[src/rtl/i2p_pkg.sv]
// Shared constants and helpers for the infix to postfix converter.
// Symbol classes, error codes and operator precedence; no dependencies.
`timescale 1ns / 1ps

package i2p_pkg;

    // ASCII codes of the operator and bracket symbols
    localparam logic [7:0] C_PLUS  = 8'h2B;
    localparam logic [7:0] C_MINUS = 8'h2D;
    localparam logic [7:0] C_MUL   = 8'h2A;
    localparam logic [7:0] C_DIV   = 8'h2F;
    localparam logic [7:0] C_POW   = 8'h5E;
    localparam logic [7:0] C_LPAR  = 8'h28;
    localparam logic [7:0] C_RPAR  = 8'h29;
    localparam logic [7:0] C_NUL   = 8'h00;

    // Error codes carried on result words
    localparam logic [1:0] E_NONE    = 2'd0;
    localparam logic [1:0] E_INVALID = 2'd1;
    localparam logic [1:0] E_OVERFLOW = 2'd2;
    localparam logic [1:0] E_UNMATCH = 2'd3;

    typedef logic [2:0] t_class;

    // Symbol classes
    localparam t_class CL_LETTER  = 3'd0;
    localparam t_class CL_LPAREN  = 3'd1;
    localparam t_class CL_OPER    = 3'd2;
    localparam t_class CL_RPAREN  = 3'd3;
    localparam t_class CL_ZERO    = 3'd4;
    localparam t_class CL_INVALID = 3'd5;

    // Precedence: 0 for anything that is not an operator
    function automatic logic [1:0] f_prec(input logic [7:0] c);
        case (c) inside
            C_PLUS, C_MINUS: f_prec = 2'd1;
            C_MUL, C_DIV:    f_prec = 2'd2;
            C_POW:           f_prec = 2'd3;
            default:         f_prec = 2'd0;
        endcase
    endfunction

    // Sort an incoming symbol into its class
    function automatic t_class f_class(input logic [7:0] c);
        case (c) inside
            [8'h41:8'h5A], [8'h61:8'h7A]:        f_class = CL_LETTER;
            C_LPAR:                              f_class = CL_LPAREN;
            C_PLUS, C_MINUS, C_MUL, C_DIV, C_POW: f_class = CL_OPER;
            C_RPAR:                              f_class = CL_RPAREN;
            C_NUL:                               f_class = CL_ZERO;
            default:                             f_class = CL_INVALID;
        endcase
    endfunction

endpackage

[src/rtl/i2p_ram.sv]
// Generic single-port-write, single-port-read RAM with registered read.
// Stand-alone; used for the operator stack.
`timescale 1ns / 1ps

module i2p_ram #(
    parameter int WIDTH = 8,
    parameter int DEPTH = 16
) (
    input  logic                     i_clk,
    input  logic                     i_we,
    input  logic [$clog2(DEPTH)-1:0] i_waddr,
    input  logic [WIDTH-1:0]         i_wdata,
    input  logic [$clog2(DEPTH)-1:0] i_raddr,
    output logic [WIDTH-1:0]         o_rdata
);

    logic [WIDTH-1:0] r_mem [DEPTH];
    logic [WIDTH-1:0] r_rdata;

    // Write port and registered read port
    always_ff @(posedge i_clk) begin
        if (i_we) begin
            r_mem[i_waddr] <= i_wdata;
        end
        r_rdata <= r_mem[i_raddr];
    end

    assign o_rdata = r_rdata;

endmodule

[src/rtl/infix_to_postfix_converter_top.sv]
// Top level of the infix to postfix converter (shunting-yard sequencer).
// Depends on i2p_pkg and i2p_ram, which holds the operator stack.
`timescale 1ns / 1ps

// Usage:
//   Input channel  i_valid / o_ready carries one ASCII character per word on
//   i_symbol; a zero byte ends the expression. Output channel o_valid /
//   i_ready carries result words: o_out_symbol, o_error_code, o_expr_end and
//   o_last, which marks the final word caused by one input character.
//   Sequencing: an input word is taken in idle, evaluated and then flushed;
//   each pop that does not finish the character adds an evaluation step and a
//   wait state for the registered RAM read at the new top. A result word
//   reaches the output register at the next word of the same character or at
//   the end of that character. Pushing a symbol with no result gives no output word.
//   Each result is held one step in a staging register so that o_last can be
//   set on the final one; the output register then parts the two channels.
//   When the receiver stalls, the sequencer holds its step until the output
//   register frees, and no new character is taken meanwhile.
//   Reset empties the stack (count to zero), holds o_ready low and drops any
//   pending words; stack memory contents are not cleared and need no clearing pass.
module infix_to_postfix_converter_top
    import i2p_pkg::*;
#(
    parameter int STACK_DEPTH = 16
) (
    input  logic       i_clk,
    input  logic       i_rst_n,
    input  logic       i_valid,
    output logic       o_ready,
    input  logic [7:0] i_symbol,
    output logic       o_valid,
    input  logic       i_ready,
    output logic [7:0] o_out_symbol,
    output logic [1:0] o_error_code,
    output logic       o_expr_end,
    output logic       o_last
);

    localparam int AW = $clog2(STACK_DEPTH);
    localparam int CW = $clog2(STACK_DEPTH + 1);

    localparam logic [1:0] S_IDLE  = 2'd0;
    localparam logic [1:0] S_EVAL  = 2'd1;
    localparam logic [1:0] S_WAIT  = 2'd2;
    localparam logic [1:0] S_FLUSH = 2'd3;

    logic [1:0]    r_state, n_state;
    logic [CW-1:0] r_count, n_count;
    logic [7:0]    r_sym, n_sym;
    t_class        r_cls, n_cls;

    // staging register for the most recent result word
    logic          r_hvalid, n_hvalid;
    logic [7:0]    r_hsym, n_hsym;
    logic [1:0]    r_herr, n_herr;
    logic          r_hend, n_hend;

    // output register
    logic          r_ovalid;
    logic [7:0]    r_osym;
    logic [1:0]    r_oerr;
    logic          r_oend;
    logic          r_olast;

    logic [7:0]    w_top;
    logic [CW-1:0] w_cnt_dec;
    logic          w_nonempty;
    logic          w_full;
    logic          w_can_emit;
    logic          w_we;
    logic          w_oload;
    logic          w_olast;

    // action of the current evaluation step
    logic          w_em;
    logic [7:0]    w_em_sym;
    logic [1:0]    w_em_err;
    logic          w_em_end;
    logic          w_push;
    logic          w_pop;
    logic          w_clear;
    logic          w_done;
    logic          w_step_ok;

    assign w_cnt_dec  = r_count - CW'(1);
    assign w_nonempty = (r_count != '0);
    assign w_full     = (r_count == CW'(STACK_DEPTH));
    assign w_can_emit = !r_ovalid || i_ready;

    // Operator stack: read the top continuously, write on push
    i2p_ram #(
        .WIDTH (8),
        .DEPTH (STACK_DEPTH)
    ) u_stack (
        .i_clk   (i_clk),
        .i_we    (w_we),
        .i_waddr (r_count[AW-1:0]),
        .i_wdata (r_sym),
        .i_raddr (w_cnt_dec[AW-1:0]),
        .o_rdata (w_top)
    );

    // Decide the action of one evaluation step
    always_comb begin
        w_em     = 1'b0;
        w_em_sym = C_NUL;
        w_em_err = E_NONE;
        w_em_end = 1'b0;
        w_push   = 1'b0;
        w_pop    = 1'b0;
        w_clear  = 1'b0;
        w_done   = 1'b0;
        case (r_cls)
            CL_LETTER: begin
                w_em     = 1'b1;
                w_em_sym = r_sym;
                w_done   = 1'b1;
            end
            CL_LPAREN: begin
                w_push = 1'b1;
            end
            CL_OPER: begin
                if (w_nonempty && (w_top != C_LPAR) && (f_prec(w_top) >= f_prec(r_sym))) begin
                    w_pop    = 1'b1;
                    w_em     = 1'b1;
                    w_em_sym = w_top;
                end else begin
                    w_push = 1'b1;
                end
            end
            CL_RPAREN: begin
                if (w_nonempty) begin
                    w_pop = 1'b1;
                    if (w_top == C_LPAR) begin
                        w_done = 1'b1;
                    end else begin
                        w_em     = 1'b1;
                        w_em_sym = w_top;
                    end
                end else begin
                    w_em     = 1'b1;
                    w_em_err = E_UNMATCH;
                    w_done   = 1'b1;
                end
            end
            CL_ZERO: begin
                if (w_nonempty) begin
                    w_pop    = 1'b1;
                    w_em     = (w_top != C_LPAR);
                    w_em_sym = w_top;
                end else begin
                    w_em     = 1'b1;
                    w_em_end = 1'b1;
                    w_done   = 1'b1;
                end
            end
            default: begin
                w_em     = 1'b1;
                w_em_err = E_INVALID;
                w_clear  = 1'b1;
                w_done   = 1'b1;
            end
        endcase
        // a push onto a full stack becomes an overflow word instead
        if (w_push && w_full) begin
            w_push   = 1'b0;
            w_em     = 1'b1;
            w_em_err = E_OVERFLOW;
            w_done   = 1'b1;
        end
        if (w_push) begin
            w_done = 1'b1;
        end
    end

    // A step that makes a word needs room for the staged one
    assign w_step_ok = !w_em || !r_hvalid || w_can_emit;

    assign o_ready = i_rst_n && (r_state == S_IDLE);

    // Sequencer next state
    always_comb begin
        n_state  = r_state;
        n_count  = r_count;
        n_sym    = r_sym;
        n_cls    = r_cls;
        n_hvalid = r_hvalid;
        n_hsym   = r_hsym;
        n_herr   = r_herr;
        n_hend   = r_hend;
        w_we     = 1'b0;
        w_oload  = 1'b0;
        w_olast  = 1'b0;
        case (r_state)
            S_IDLE: begin
                if (i_valid) begin
                    n_sym   = i_symbol;
                    n_cls   = f_class(i_symbol);
                    n_state = S_EVAL;
                end
            end
            S_EVAL: begin
                if (w_step_ok) begin
                    if (w_em) begin
                        w_oload  = r_hvalid;
                        n_hvalid = 1'b1;
                        n_hsym   = w_em_sym;
                        n_herr   = w_em_err;
                        n_hend   = w_em_end;
                    end
                    if (w_clear) begin
                        n_count = '0;
                    end else if (w_pop) begin
                        n_count = w_cnt_dec;
                    end else if (w_push) begin
                        w_we    = 1'b1;
                        n_count = r_count + CW'(1);
                    end
                    n_state = w_done ? S_FLUSH : S_WAIT;
                end
            end
            S_WAIT: begin
                n_state = S_EVAL;
            end
            S_FLUSH: begin
                if (!r_hvalid) begin
                    n_state = S_IDLE;
                end else if (w_can_emit) begin
                    w_oload  = 1'b1;
                    w_olast  = 1'b1;
                    n_hvalid = 1'b0;
                    n_state  = S_IDLE;
                end
            end
            default: begin
                n_state = S_IDLE;
            end
        endcase
    end

    // Advance control and staging registers
    always_ff @(posedge i_clk) begin
        if (!i_rst_n) begin
            r_state  <= S_IDLE;
            r_count  <= '0;
            r_hvalid <= 1'b0;
        end else begin
            r_state  <= n_state;
            r_count  <= n_count;
            r_hvalid <= n_hvalid;
        end
        r_sym  <= n_sym;
        r_cls  <= n_cls;
        r_hsym <= n_hsym;
        r_herr <= n_herr;
        r_hend <= n_hend;
    end

    // Load the output register from staging, drop it once taken
    always_ff @(posedge i_clk) begin
        if (!i_rst_n) begin
            r_ovalid <= 1'b0;
        end else if (w_oload) begin
            r_ovalid <= 1'b1;
        end else if (i_ready) begin
            r_ovalid <= 1'b0;
        end
        if (w_oload) begin
            r_osym  <= r_hsym;
            r_oerr  <= r_herr;
            r_oend  <= r_hend;
            r_olast <= w_olast;
        end
    end

    assign o_valid      = r_ovalid;
    assign o_out_symbol = r_osym;
    assign o_error_code = r_oerr;
    assign o_expr_end   = r_oend;
    assign o_last       = r_olast;

`ifndef SYNTH
    // no staged word may be left behind when a new word is taken
    a_idle_no_stage: assert property (@(posedge i_clk) disable iff (!i_rst_n)
        (r_state == S_IDLE) |-> !r_hvalid)
        else $error("staged result left over at idle");

    // the stack count never exceeds the depth
    a_count_range: assert property (@(posedge i_clk) disable iff (!i_rst_n)
        r_count <= CW'(STACK_DEPTH))
        else $error("stack count beyond depth");

    // a push only happens with room on the stack
    a_push_room: assert property (@(posedge i_clk) disable iff (!i_rst_n)
        w_we |-> !w_full)
        else $error("push onto a full stack");

    // an accepted word is evaluated in the next cycle
    a_accept_eval: assert property (@(posedge i_clk) disable iff (!i_rst_n)
        (i_valid && o_ready) |=> (r_state == S_EVAL))
        else $error("accepted word not evaluated");
`endif

endmodule
[config.mk]
export PLATFORM = sky130hd
export DESIGN_NAME = infix_to_postfix_converter_top
export DESIGN_NICKNAME = d
export VERILOG_FILES = /design/src/rtl/i2p_pkg.sv /design/src/rtl/i2p_ram.sv /design/src/rtl/infix_to_postfix_converter_top.sv
export SDC_FILE = /design/constraint.sdc
export NUM_CORES = 1
export LEC_CHECK = 0
export BUFFER_PORTS_ARGS = -buffer_cell sky130_fd_sc_hd__buf_2
export CORE_MARGIN = 5
export CORE_UTILIZATION = 45
export CTS_CLUSTER_SIZE = 25
export DETAILED_ROUTE_END_ITERATION = 10
export GPL_TIMING_DRIVEN = 1
export PLACE_DENSITY = 0.58
export SLEW_MARGIN = 20
export SYNTH_ARGS = -nofsm -noshare
export SYNTH_HDL_FRONTEND = slang
export SYNTH_SLANG_ARGS = --single-unit
[constraint.sdc]
create_clock -name i_clk -period 7.5 [get_ports i_clk]
set_input_delay 1.125 -clock i_clk [delete_from_list [all_inputs] [get_ports i_clk]]
set_output_delay 1.125 -clock i_clk [all_outputs]
set_load 0.02 [all_outputs]
# After elaboration in Yosys (flattened, before gate mapping)
# Memories as Yosys holds them, arrays and structs flattened. A register that Yosys moved wholly into a read port is not among the register bits.
# Index checks and enable logic that the tools add are counted.
# W data, S select, Z words.
# classes
addsub,2
n_reduce_logical,35
n_eq_ne,32
muxes,64
n_lt_le_gt_ge,5
# op_table
cell,n
$eq A8 B6 Y1 const B,15
$mux W1,33
$mux W8,4
$pmux W8 S4,1
$mux W2,15
$eq A8 B7 Y1 const B,3
$ge A8 B7 Y1 const B,2
$le A8 B7 Y1 const B,2
$mux W5,3
$reduce_or A2 Y1,7
$reduce_and A3 Y1,4
$reduce_or A5 Y1,2
$reduce_or A9 Y1,1
$logic_not A8 Y1,1
$ne A8 B6 Y1 const B,1
$pmux W1 S2,4
$pmux W2 S4,1
$eq A3 B2 Y1 const B,2
$logic_and A1 B1 Y1,6
$ne A2 B2 Y1 const B,3
$add A5 B1 Y5 const B,1
$eq A5 B5 Y1 const B,1
$reduce_bool A5 Y1,1
$sub A5 B1 Y5 const B,1
other kinds (18),24
# word_totals
n_memories,1
inputBits,12
register_bits,43
mem_bits_rw,128
out_inout_bits,14
# memory_table
name,depth,word_bits,read_ports,rd_ports_with_merged_regs,write_ports,line,text
u_stack.r_mem,16,8,1,1,1,i2p_ram.sv:17,logic [WIDTH-1:0] r_mem [DEPTH];

# Logic depth before layout (Yosys ltp)
# depth
ltp_word,18
ltp_mapped,13
mapped_depth_nobuf,12

# By module
# From an unflattened synthesis, not the netlist that was laid out.
# unflattened
cells_unflattened,437
hier_area_um2,7450.9
# by_module_without_submodules
module,seq_area_each_um2,instances,area_each_um2,cells_each
i2p_ram,4003.8,1,5147.4,229
infix_to_postfix_converter_top,1201.2,1,2303.5,208

# Least setup slack after synthesis
# Ideal clock, no wire load.
# synth_timing
path_kind,flip-flop to flip-flop
start,register r_sym[4]
end,"memory u_stack.r_mem[3][0], enable pin"
slack_ps,4002
required_time_ps,7117
path_stages_with_launch,13
arrival_ps,3114
path_cell_list,edfxtp_1 nor3b_1 nand2_1 o22ai_1 a21oi_1 nor3b_1 ha_1 nand2b_1 a21oi_1 o31a_1 o2111a_1 nand2_1 nor3_1
# synth_via
elab_chain_cells,18
# synth_lines
element,line,text
from (decl),infix_to_postfix_converter_top.sv:49,"logic [7:0] r_sym, n_sym;"
from (signal assigned),infix_to_postfix_converter_top.sv:252,r_sym <= n_sym;
$eq A8 B7 Y1 or $eq A8 B6 Y1 (tied branches),infix_to_postfix_converter_top.sv:123,if (w_nonempty && (w_top != C_LPAR) && (f_prec(w_top) >= f_prec(r_sym))) begin
$mux W2 or $reduce_or A2 Y1 (tied branches),i2p_pkg.sv:35,case (c) inside
$mux W2,i2p_pkg.sv:35,
$mux W2 (*),i2p_pkg.sv:35,
$mux W2 (*),infix_to_postfix_converter_top.sv:113,case (r_cls)
$ge A2 B2 Y1 (*),infix_to_postfix_converter_top.sv:123,
$logic_and A1 B1 Y1 (*),infix_to_postfix_converter_top.sv:123,
$mux W1,infix_to_postfix_converter_top.sv:123,
(+2 left out),-,
$mux W1,infix_to_postfix_converter_top.sv:165,if (w_push && w_full) begin
$mux W1 or $logic_not A1 Y1 (tied branches),"infix_to_postfix_converter_top.sv:215, infix_to_postfix_converter_top.sv:177",
$mux W1 or $logic_or A1 B1 Y1 (tied branches),"infix_to_postfix_converter_top.sv:213, infix_to_postfix_converter_top.sv:177",
$mux W1 or $logic_or A1 B1 Y1 (tied branches),"infix_to_postfix_converter_top.sv:211, infix_to_postfix_converter_top.sv:177",
$mux W1 (*),infix_to_postfix_converter_top.sv:203,if (w_step_ok) begin
$mux W1 (*),infix_to_postfix_converter_top.sv:194,case (r_state)
$mux W1 (*),i2p_ram.sv:22,if (i_we) begin
$mux W1 (implied by the code) (*),i2p_ram.sv:23,r_mem[i_waddr] <= i_wdata;
to (decl),i2p_ram.sv:17,
# Mark *: on every way between the ends. The rest lies on a longest branch, timed or not. The select of a mux whose other input is x is not followed.

# Worst setup path in the final report
# layout_timing
start,register r_sym[5]
end,"memory u_stack.r_mem[0][2], enable pin"
# Same word-level chain as after synthesis.

==> results by group <==
CTS
  • Postcts setup bufs: 0
  • Post-cts sizing count: 0
  • Cts hold-fix bufs: 0
  • Root buffer cell: clkbuf_16
  • Num CTS Buffers: 17
  • H-tree Lvls: 4
  • TritonCTS clock tree: yes
  • Worst-path clk slew: 0.07 ns
  • Worst-case clock buffer depth: 2
  • Clk sinks: 179
  • Worst skew pair latency: 0.43 ns

Worst setup path
  • Critical R2R Launch: r_sym[5]
  • R2R setup slack: 3.20 ns
  • Critical path's slowest cell: nor3_1
  • Type of destination of the critical path: flop
  • Bufs and invs on worst path: 0
  • Crit Path Max Fanout: 19
  • Crit-path cells: nor3b_1 -> nand2_1 -> o22ai_1 -> a21oi_1 -> nor3b_1 -> ha_1 -> nand2b_1 -> a21oi_1 -> o31a_1 -> o2111a_1 -> nand2_1 -> nor3_1
  • Crit start category: flop
  • Worst flop-to-flop path endpoint: u_stack.r_mem[0][2]
  • Worst Reg-to-Reg Cells: 12
  • Req. time, crit path: 7.54 ns
  • Slowest cell delay on critical path: 0.84 ns
  • Critical path arrival: 4.35 ns
  • Crit path max-delay family: simple AND/OR/NAND/NOR gates
  • CP Class: flop to flop

Flow run
  • Max-cap check violation count: 0

Synthesis
  • Ys flop type: edfxtp_1
  • Avg Inst Size Synth: 17.7 µm²
  • Post-Syn Instances: 420
  • Post-synth EDFFs: 162
  • Mapped cell area: 7430 µm²
  • Area share of the largest cell type after synthesis: 0.655
  • Synth Net Count: 439
  • Post-synth ARST share: 0
  • Register area share after synthesis: 0.701
  • Synth warn: 0
  • Post-synth top area cell: edfxtp_1
  • Register bit total from synthesis: 179
  • Synth unique cells: 65
  • Synth area leaders: edfxtp_1 (66%), mux4_2 (12%), dfxtp_1 (4.6%)

Hold path
  • Hold Path Sink: o_out_symbol[2]
  • HP Start: r_hsym[2]
  • Hold depth: 0
  • Class of the worst hold path: flop to flop

Final layout
  • Area grow syn2layout: 12.4%
  • Area of the multi-input gates: 2120 µm²
  • Reg area: 5210 µm²
  • Ant diodes: 0
  • Non-filler cells, final: 679
  • Layout cells sized above 1: 0.253
  • # fillers: 1314
  • Nets: 465

Pwr
  • NetSw: 0.502 mW
  • Maximum vdd drop: 164 µV
  • Tot Pwr: 2.15 mW
  • Switching Share: 0.233
  • Combinational share of power: 0.060
  • PD cells: 257 nW/µm²
  • Reg power frac: 0.536
  • Clk network pwr share: 0.404
  • P_leak: 2.59 nW
  • Internal power: 1.65 mW

Placement
  • Placed wire-length estimate: 9720 µm
  • IO Port Bufs: 25
  • RePlAce Congestion: 0.831
  • Placed Cells: 647

Global routing
  • Largest net degree at the start of global routing: 40
  • GR Overflow Total: 0
  • Vias in the first global route: 3913
  • Tot GR Track Use: 0.158
  • First-pass GRT wire length: 22900 µm
  • Initial antenna violation count: 0

Detailed routing
  • Routed wire length: 14600 µm
  • Avg Vias per Cell: 5.67
  • DRC: 0
  • Vias: 3853
  • Antenna viol nets, final: 0
  • Per-cell routed wire length: 21.4 µm
  • Drt pass-1 iters: 5
  • Initial DRC Count: 385

Floorplanning
  • Starting density of the core: 0.453
  • Die width: 138 µm
  • Row cnt: 47
  • Die area: 19200 µm²
  • Core area: 16400 µm²
  • Die Height: 138 µm
  • Ports: 26

Timing
  • Rel. slew slack: 0.301
  • Final Cycle Share: 0.574
  • Post-Route Setup TNS: 0 ns
  • Worst slew pin tran: 1.04 ns
  • Final hold vios: 0
  • Min Tclk post-route: 4.30 ns
  • Setup Skew: 0.0105 ns
  • RSZ-0062 raised after global routing: false
  • Final setup fails: 0
  • FMAX: 0.232 GHz
  • Final Slew Violations: 0

Status
  • Status: complete, no violations
==> cells in the mapped netlist, types with 2 or more instances <==
library cell  count
clkbuf_1         10
and3_1            3
buf_2             7
a21oi_1           8
nor3_1           11
dfxtp_1          17
a211o_1           2
nand3_1           9
o31ai_1           2
o22ai_1           2
inv_1             6
nor3b_1           5
or3_1             3
a21boi_1          2
nor2b_1           4
o211ai_1          4
edfxtp_1        162
mux2_2            2
nor2_1           28
xnor2_1           3
nand2b_1          5
nand4b_1          3
a31oi_1           6
o21ai_0           7
a32o_1            3
a22o_1            8
mux4_2           40
nand2_1          14
ha_1              7
and2_1            2
==> sequential cells by signal, indices dropped and copies added, names as in the netlist <==
register         cells
r_sym                8
u_stack.o_rdata      8
o_last               1
r_herr               2
r_count              5
r_hvalid             1
o_expr_end           1
r_hsym               8
u_stack.r_mem      128
r_cls                3
o_error_code         2
o_valid              1
o_out_symbol         8
r_hend               1
r_state              2
==> per-layer routing <==
layer	GRT usage	routed length, µm	vias to the layer above
met4	0.0452	182	0
met5	0	0	-
met3	0.0373	623	17
li1	-	-	1766
met2	0.260	7380	114
met1	0.211	6370	1956
==> worst max path at each step <==
| stage | startpoint | endpoint | slack [ns] | cells past startpoint |
|---|---|---|---|---|
| floorplan | r_sym[4] | u_stack.r_mem[3][0] | 4.00 | 12 |
| global placement | r_sym[5] | u_stack.r_mem[0][1] | 3.35 | 12 |
| detailed placement | r_sym[5] | u_stack.r_mem[3][7] | 3.03 | 12 |
| CTS | r_sym[5] | u_stack.r_mem[3][1] | 3.08 | 12 |
| global route | r_sym[5] | u_stack.r_mem[1][2] | 2.77 | 12 |
| finish | r_sym[5] | u_stack.r_mem[0][2] | 3.20 | 12 |
==> final cells by class <==
cell class / instances / area share
sequential: 179 / 0.624
multi-input combinational: 215 / 0.254
timing repair buffer: 26 / 0.0159
inverter: 7 / 0.00315
clock buffer: 17 / 0.0510
tap: 220 / 0.0330
clock inverter: 15 / 0.0193
==> placed cells by master, fill, tap and decap left out, types with 2 or more instances in the layout <==
| cell type | instances |
|---|---|
| or3_1 | 3 |
| a21boi_1 | 2 |
| ha_1 | 6 |
| nand2_1 | 14 |
| and2_1 | 2 |
| mux4_2 | 40 |
| buf_2 | 25 |
| nor3_2 | 2 |
| nand3_1 | 9 |
| o211ai_1 | 4 |
| a22o_1 | 8 |
| nor2b_1 | 4 |
| nand2b_1 | 5 |
| mux2_2 | 2 |
| inv_1 | 6 |
| nor2_1 | 28 |
| a32o_1 | 3 |
| inv_8 | 4 |
| nand4b_1 | 3 |
| nor3b_1 | 5 |
| clkinvlp_4 | 3 |
| clkinv_1 | 2 |
| and3_1 | 3 |
| clkbuf_16 | 17 |
| a21oi_1 | 8 |
| edfxtp_1 | 162 |
| nor3_1 | 9 |
| o22ai_1 | 2 |
| o31ai_1 | 2 |
| a31oi_1 | 6 |
| dfxtp_1 | 16 |
| o21ai_0 | 7 |
| a211o_1 | 2 |
| inv_6 | 5 |
| xnor2_1 | 3 |
==> metrics by stage <==
step	utilization	hold WS (ns)	worst slack [ns]	area, µm²
floorplan	-	0.400	4.00	7430
global placement	0.472	0.402	3.35	7750
detailed placement	0.472	0.405	3.03	7750
CTS	0.508	0.419	3.08	8330
global route	0.509	0.431	2.77	8340
finish	0.509	0.418	3.20	8340
==> logic make-up after synthesis <==
family | after synthesis | share of synthesized area
AOI/OAI and AO/OA | 60 | 0.0622
xor gates and xnor gates | 5 | 0.00691
adders and majority gates | 7 | 0.0118
buffers and inverters | 26 | 0.0158
DFF | 179 | 0.701
muxes | 45 | 0.129
and+or+nand+nor | 98 | 0.0731
==> power by group through the flow <==
stage / Sequential, mW / Clock, mW / Combinational, mW
floorplan: 1.16 / 0 / 0.101
global placement: 1.17 / 0 / 0.127
detailed placement: 1.18 / 0 / 0.130
CTS: 1.15 / 0.881 / 0.130
global route: 1.16 / 0.927 / 0.140
finish: 1.15 / 0.868 / 0.128
Power figures use the tool's default switching activity.
